File: src/mams_pkg.sv
// Shared types and constants of the multi-axis move synchronizer.
package mams_pkg;

    localparam int SLOT_W     = 3;
    localparam int CFG_IDX_W  = 2;
    localparam int CFG_DATA_W = 3;

    localparam int REM_W = 51;
    localparam int LOW_W = 48;
    localparam int QUO_W = 48;
    localparam int DEN_W = 51;
    localparam int CNT_W = 6;

    localparam logic [19:0]      LEN_SCALE   = 20'd1000000;
    localparam logic [13:0]      SPEED_SCALE = 14'd15625;
    localparam logic [47:0]      TIME_MAX    = 48'hFFFF_FFFF_FFFF;
    localparam logic [15:0]      FRAC_MAX    = 16'd58982;
    localparam logic [CNT_W-1:0] TGT_STEPS   = 6'd31;
    localparam logic [CNT_W-1:0] TIME_STEPS  = 6'd47;
    localparam logic [CNT_W-1:0] FRAC_STEPS  = 6'd15;

    typedef enum logic [1:0] {
        MODE_OFF     = 2'd0,
        MODE_HEXAPOD = 2'd1,
        MODE_VAXIS   = 2'd2,
        MODE_VPLANE  = 2'd3
    } mode_t;

    typedef enum logic [CFG_IDX_W-1:0] {
        CFG_MODE = 2'd0,
        CFG_X    = 2'd1,
        CFG_Y    = 2'd2,
        CFG_Z    = 2'd3
    } cfg_idx_t;

    typedef enum logic [1:0] {
        DIV_TARGET = 2'd0,
        DIV_TIME   = 2'd1,
        DIV_FRAC   = 2'd2
    } div_op_t;

    typedef struct packed {
        logic    capture;
        logic    mult;
        logic    div_load;
        div_op_t div_op;
        logic    div_step;
        logic    tsave;
        logic    diff;
        logic    prod;
        logic    msave;
        logic    scan;
        logic    axis_clr;
        logic    axis_inc;
        logic    emit;
    } mams_cmd_t;

    typedef struct packed {
        logic last;
        logic axis_last;
        logic frac_div;
    } mams_stat_t;

endpackage

File: src/mams_ctrl.sv
// Controller: sequences per-item arithmetic, the longest-time scan and result output.
module mams_ctrl (
    input  logic                 clk,
    input  logic                 rst_n,
    input  logic                 in_valid,
    output logic                 in_ready,
    output logic                 out_valid,
    input  logic                 out_ready,
    input  mams_pkg::mams_stat_t stat,
    output mams_pkg::mams_cmd_t  cmd
);
    typedef enum logic [13:0] {
        S_IDLE  = 14'b00_0000_0000_0001,
        S_MULT  = 14'b00_0000_0000_0010,
        S_TLOAD = 14'b00_0000_0000_0100,
        S_TDIV  = 14'b00_0000_0000_1000,
        S_TSAVE = 14'b00_0000_0001_0000,
        S_DIFF  = 14'b00_0000_0010_0000,
        S_PROD  = 14'b00_0000_0100_0000,
        S_MLOAD = 14'b00_0000_1000_0000,
        S_MDIV  = 14'b00_0001_0000_0000,
        S_MSAVE = 14'b00_0010_0000_0000,
        S_SCAN  = 14'b00_0100_0000_0000,
        S_FLOAD = 14'b00_1000_0000_0000,
        S_FDIV  = 14'b01_0000_0000_0000,
        S_EMIT  = 14'b10_0000_0000_0000
    } state_t;

    state_t                       state_reg, state_next;
    logic [mams_pkg::CNT_W-1:0]   cnt_reg, cnt_next;
    logic                         out_valid_reg, out_valid_next;
    logic                         wait_reg, wait_next;

    assign in_ready  = (state_reg == S_IDLE) && !wait_reg;
    assign out_valid = out_valid_reg;

    always_comb
    begin
        state_next     = state_reg;
        cnt_next       = cnt_reg;
        out_valid_next = out_valid_reg;
        wait_next      = wait_reg;
        cmd            = '0;
        cmd.div_op     = mams_pkg::DIV_TARGET;
        if (wait_reg)
        begin
            // A result is waiting; the sequence resumes once it is taken.
            if (out_ready)
            begin
                out_valid_next = 1'b0;
                wait_next      = 1'b0;
                if (stat.axis_last)
                begin
                    state_next = S_IDLE;
                end
                else
                begin
                    cmd.axis_inc = 1'b1;
                    state_next   = S_FLOAD;
                end
            end
        end
        else
        begin
            unique case (state_reg)
                S_IDLE:
                begin
                    if (in_valid)
                    begin
                        cmd.capture = 1'b1;
                        state_next  = S_MULT;
                    end
                end
                S_MULT:
                begin
                    cmd.mult   = 1'b1;
                    state_next = S_TLOAD;
                end
                S_TLOAD:
                begin
                    cmd.div_load = 1'b1;
                    cmd.div_op   = mams_pkg::DIV_TARGET;
                    cnt_next     = mams_pkg::TGT_STEPS;
                    state_next   = S_TDIV;
                end
                S_TDIV:
                begin
                    cmd.div_step = 1'b1;
                    cnt_next     = cnt_reg - 1'b1;
                    if (cnt_reg == '0)
                    begin
                        state_next = S_TSAVE;
                    end
                end
                S_TSAVE:
                begin
                    cmd.tsave  = 1'b1;
                    state_next = S_DIFF;
                end
                S_DIFF:
                begin
                    cmd.diff   = 1'b1;
                    state_next = S_PROD;
                end
                S_PROD:
                begin
                    cmd.prod   = 1'b1;
                    state_next = S_MLOAD;
                end
                S_MLOAD:
                begin
                    cmd.div_load = 1'b1;
                    cmd.div_op   = mams_pkg::DIV_TIME;
                    cnt_next     = mams_pkg::TIME_STEPS;
                    state_next   = S_MDIV;
                end
                S_MDIV:
                begin
                    cmd.div_step = 1'b1;
                    cnt_next     = cnt_reg - 1'b1;
                    if (cnt_reg == '0)
                    begin
                        state_next = S_MSAVE;
                    end
                end
                S_MSAVE:
                begin
                    cmd.msave    = 1'b1;
                    cmd.axis_clr = 1'b1;
                    state_next   = stat.last ? S_SCAN : S_IDLE;
                end
                S_SCAN:
                begin
                    cmd.scan = 1'b1;
                    if (stat.axis_last)
                    begin
                        cmd.axis_clr = 1'b1;
                        state_next   = S_FLOAD;
                    end
                    else
                    begin
                        cmd.axis_inc = 1'b1;
                    end
                end
                S_FLOAD:
                begin
                    if (stat.frac_div)
                    begin
                        cmd.div_load = 1'b1;
                        cmd.div_op   = mams_pkg::DIV_FRAC;
                        cnt_next     = mams_pkg::FRAC_STEPS;
                        state_next   = S_FDIV;
                    end
                    else
                    begin
                        state_next = S_EMIT;
                    end
                end
                S_FDIV:
                begin
                    cmd.div_step = 1'b1;
                    cnt_next     = cnt_reg - 1'b1;
                    if (cnt_reg == '0)
                    begin
                        state_next = S_EMIT;
                    end
                end
                S_EMIT:
                begin
                    cmd.emit       = 1'b1;
                    out_valid_next = 1'b1;
                    wait_next      = 1'b1;
                end
                default:
                begin
                    state_next = S_IDLE;
                end
            endcase
        end
    end

    always_ff @(posedge clk or negedge rst_n)
    begin
        if (!rst_n)
        begin
            state_reg     <= S_IDLE;
            cnt_reg       <= '0;
            out_valid_reg <= 1'b0;
            wait_reg      <= 1'b0;
        end
        else
        begin
            state_reg     <= state_next;
            cnt_reg       <= cnt_next;
            out_valid_reg <= out_valid_next;
            wait_reg      <= wait_next;
        end
    end

endmodule

File: config.mk
export PLATFORM = sky130hd
export DESIGN_NAME = mams_ctrl
export DESIGN_NICKNAME = d
export VERILOG_FILES = /design/src/mams_pkg.sv /design/src/mams_ctrl.sv
export SDC_FILE = /design/constraint.sdc
export NUM_CORES = 1
export LEC_CHECK = 0
export BUFFER_PORTS_ARGS = -buffer_cell sky130_fd_sc_hd__buf_4
export CAP_MARGIN = 20
export CORE_UTILIZATION = 57
export DETAILED_ROUTE_END_ITERATION = 12
export PLACE_DENSITY = 0.88
export SYNTH_ARGS = -nofsm -noshare
export SYNTH_HDL_FRONTEND = slang
export SYNTH_SLANG_ARGS = --single-unit
File: constraint.sdc
create_clock -name clk -period 3.15 [get_ports clk]
set_input_delay 0.315 -clock clk [delete_from_list [all_inputs] [get_ports clk]]
set_output_delay 0.315 -clock clk [all_outputs]
set_load 0.02 [all_outputs]
* Word-level counts from Yosys, hierarchy flattened
Cells that the tools add are included.
W data, S select, Z words.
** Storage, ports and cells
- Register bits :: 22
- Input port bits :: 7
- Output and inout bits :: 16
** Cells by class
- $add $sub $neg :: 1
- Eq/ne operators :: 22
- Multiplexer cells :: 38
- Bitwise logic cells :: 1
- Reductions and logical operators :: 9
** Operators with widths (count)
- $pmux W14 S14 :: 1
- $mux W14 :: 8
- $mux W12 :: 2
- $pmux W6 S4 :: 1
- $mux W1 :: 21
- $ne A3 B3 Y1 const B :: 5
- $eq A14 B1 Y1 const B :: 1
- $eq A14 B10 Y1 const B :: 1
- $eq A14 B11 Y1 const B :: 1
- $eq A14 B12 Y1 const B :: 1
- $eq A14 B13 Y1 const B :: 1
- $eq A14 B14 Y1 const B :: 1
- $eq A14 B2 Y1 const B :: 1
- $eq A14 B3 Y1 const B :: 1
- $eq A14 B4 Y1 const B :: 1
- $eq A14 B5 Y1 const B :: 1
- $eq A14 B6 Y1 const B :: 1
- $eq A14 B7 Y1 const B :: 1
- $eq A14 B8 Y1 const B :: 1
- $eq A14 B9 Y1 const B :: 1
- $mux W11 :: 1
- $pmux W3 S3 :: 1
- $reduce_and A7 Y1 :: 1
- $logic_not A6 Y1 :: 1
- 13 further kinds :: 15

* Longest topological paths before layout
- Word-level depth :: 4
- Mapped depth :: 9

* Least setup slack after synthesis
No wires, ideal clock.
- Path kind :: reg2out
- Start point :: register state_reg[13]
- End point :: output cmd[2] (netlist bit)
- Data arrival time :: 2.531 ns
- Data required time :: 2.835 ns
- Setup slack :: 0.304 ns
- Cell stages (with the launch flop) :: 6
- Path buffers :: 1
- Cell sequence :: dfrtp_1 or4_1 clkbuf_1 nor3_1 nor4b_1 a21o_1
** RTL lines
- start: declaration :: RTL line mams_ctrl.sv:29 : state_t state_reg, state_next;
- start signal: assignment :: RTL line mams_ctrl.sv:193 : state_reg <= state_next;
- end: declaration :: RTL line mams_ctrl.sv:10 : output mams_pkg::mams_cmd_t cmd

==> qor.csv <==
stage;metric;value;unit
sta;hold_ws;0.241;ns
worst_hold_path;hold-path-endpoint;state_reg[10];
placed_design;portBuffers;22;
yosys;netlist_area;1650;µm²
clocking;root_buffer;clkbuf_4;
detailed_routing;drt-total-wl;3810;µm
cells_and_area;nFillCells;241;
yosys;synth_most_common_cell;dfrtp_1;
setup_path;reg2reg_depth;5;
placed_design;place_ws;0.474;ns
floorplan;num_io_pins;23;
yosys;synth-edff-count;0;
placed_design;gp_congestion;0.965;
setup_path;cp.required;2.83;ns
detailed_routing;route.detailed.drc;0;
global_routing;grt_pass1_vias;1495;
clocking;cts_max_path_buffers;2;
detailed_routing;routedWlPerCell;16.3;µm
yosys;synth_cell_types;52;
yosys;synth_warnings;0;
clocking;htreeDepth;1;
yosys;syn_nets;198;
setup_path;crit_arrival;2.64;ns
cells_and_area;fin_nets;213;
global_routing;track_usage;0.274;
yosys;syn_avg_cell_area;8.74;µm²
global_routing;antenna_found_initial;0;
yosys;ys_async_sr_fraction;1.00;
sta;fmax;338;MHz
cells_and_area;final_core_util;0.657;
clocking;clk_pin_slew_worst_paths;0.12;ns
clocking;clk_latency;0.30;ns
yosys;yosysTopAreaCell;dfrtp_1;
detailed_routing;via_per_inst;6.47;
global_routing;grt_overflow_total;0;
sta;slew_violations;0;
worst_hold_path;hold_start;stat[2];
clocking;postCtsSetupBuffers;0;
floorplan;dieHeight;55.8;µm
power_and_ir_drop;ir_drop;0.000591;V
floorplan;rows;19;
setup_path;timing.rr.end;cnt_reg[5];
job;maxCapViolCount;0;
sta;hold_violations;0;
floorplan;chipWidth;55.8;µm
setup_path;start_kind;flop;
floorplan;core;2760;µm²
setup_path;end_kind;output pin;
sta;final.setup_skew;0.00146;ns
sta;rsz0062_at_grt;no;
sta;final.min_clock_period;2.96;ns
sta;setup_violations;0;
sta;worst_pin_slew;0.618;ns
yosys;ys_ff_latch;22;
sta;period_share;0.938;
status;status;finished clean;
yosys;synthTopCellsByArea;dfrtp_1, a21o_1, nor3_1, nor2_1, nor4_1;
setup_path;crit_type;reg -> out;
detailed_routing;first_iter_violations;62;
clocking;clkSinkCount;22;
clocking;cts_tree;built;
worst_hold_path;worstHoldPathType;in -> reg;
detailed_routing;first_pass_iters;4;
worst_hold_path;whs_path_depth;2;
detailed_routing;ant_nets;0;
yosys;ys_top_cells_by_count;dfrtp_1, nor2_1, nor3_1;
power_and_ir_drop;cellPowerDensity;738;nW/µm²
setup_path;rrSetupSlack;0.61;ns
placed_design;post-dp-hpwl;2850;µm
cells_and_area;largest_reg_flops;14;
setup_path;r2r_start;state_reg[8];
floorplan;die_area;3120;µm²
cells_and_area;syn_to_final_growth;9.62;%
yosys;synth_top_area_frac;0.318;
global_routing;grt_pass1_wl;6800;µm
clocking;cts_made_buffers;3;
power_and_ir_drop;leakage;0.000869;µW
floorplan;start_util;0.599;
yosys;synthCells;189;
global_routing;grt_max_degree;23;
sta;fin_ws;0.194;ns
sta;maxSlewHeadroom;0.582;
setup_path;crit_fanout;12;
yosys;seq_area_frac_synth;0.334;
cells_and_area;antennaDiodeCount;0;
detailed_routing;vias;1513;
sta;setup_tns;0;ns
cells_and_area;layout-drive-gt1-share;0.222;
yosys;synthFlopType;dfrtp_1;
-- power breakdown --
| part | internal [µW] | switching, µW | leakage [µW] |
|---|---|---|---|
| clock | 49.4 | 84.3 | 0.0000150 |
| combinational | 310 | 444 | 0.000573 |
| sequential | 353 | 95.3 | 0.000280 |
-- stage by stage --
step | std cells | total power (µW) | cell area, µm²
global placement | 229 | 1170 | 1770
floorplan | 189 | 1060 | 1650
CTS | 234 | 1330 | 1800
detailed placement | 229 | 1200 | 1770
finish | 234 | 1340 | 1810
global route | 234 | 1450 | 1810
-- critical path, cell delays in order, from the launching register on --
cell	delay, ns
dfrtp_1	0.51
or4_4	0.66
or3_4	0.43
nor3_1	0.41
a21oi_1	0.08
nor2_1	0.10
buf_4	0.15
-- cell usage in the layout (no fill, tap or decap), drive strengths merged, types with 3 or more instances in the layout --
| cell | count |
|---|---|
| a21o | 11 |
| a21oi | 11 |
| a31oi | 4 |
| buf | 23 |
| clkbuf | 4 |
| dfrtp | 21 |
| inv | 8 |
| nand2 | 9 |
| nand2b | 4 |
| nand3 | 6 |
| nand4b | 3 |
| nor2 | 19 |
| nor2b | 3 |
| nor3 | 14 |
| nor4 | 10 |
| nor4b | 5 |
| o21ai | 11 |
| or2 | 3 |
| or4 | 5 |
-- cell type report --
class	count	area, µm²	share of cell area
clock buffers	4	26.3	0.0145
inverters	8	30.0	0.0166
multi-input cells	145	981	0.542
flip-flops and latches	22	552	0.305
well taps	31	38.8	0.0214
repair buffers	24	183	0.101
-- routing by layer --
metal,global-route usage,part of all wire,wire [µm],vias up
met3,0.0302,0.041,155,6
met2,0.439,0.50,1890,50
met4,0.136,0.019,73,0
li1,-,-,-,731
met5,0,0,0,-
met1,0.369,0.44,1690,726
-- cells by family (layout without fill, tap and decap cells) --
| family | Yosys count | after routing | share of synthesized area |
|---|---|---|---|
| DFF | 22 | 22 | 0.334 |
| buffers and inverters | 22 | 36 | 0.0758 |
| and+or+nand+nor | 90 | 90 | 0.330 |
| AOI/OAI and AO/OA | 49 | 49 | 0.223 |
| adders and majority gates | 2 | 2 | 0.0151 |
| xor gates and xnor gates | 4 | 4 | 0.0212 |
-- worst max-delay path by stage --
stage | from | end | slack (ns)
floorplan | state_reg[13] | cmd[2] | 0.30
global placement | state_reg[8] | cmd[1] | 0.57
detailed placement | state_reg[13] | cmd[7] | 0.47
CTS | state_reg[13] | cmd[7] | 0.12
global route | state_reg[13] | cmd[7] | 0.03
finish | state_reg[8] | cmd[1] | 0.19
-- what timing repair did --
action / in CTS / in global routing
endpoints found under the setup margin: 0 / 2
gates resized for setup: 0 / 1
hold buffers: 1 / 0
hold endpoints to repair: 21 / 0
Power figures use the tool's default switching activity.
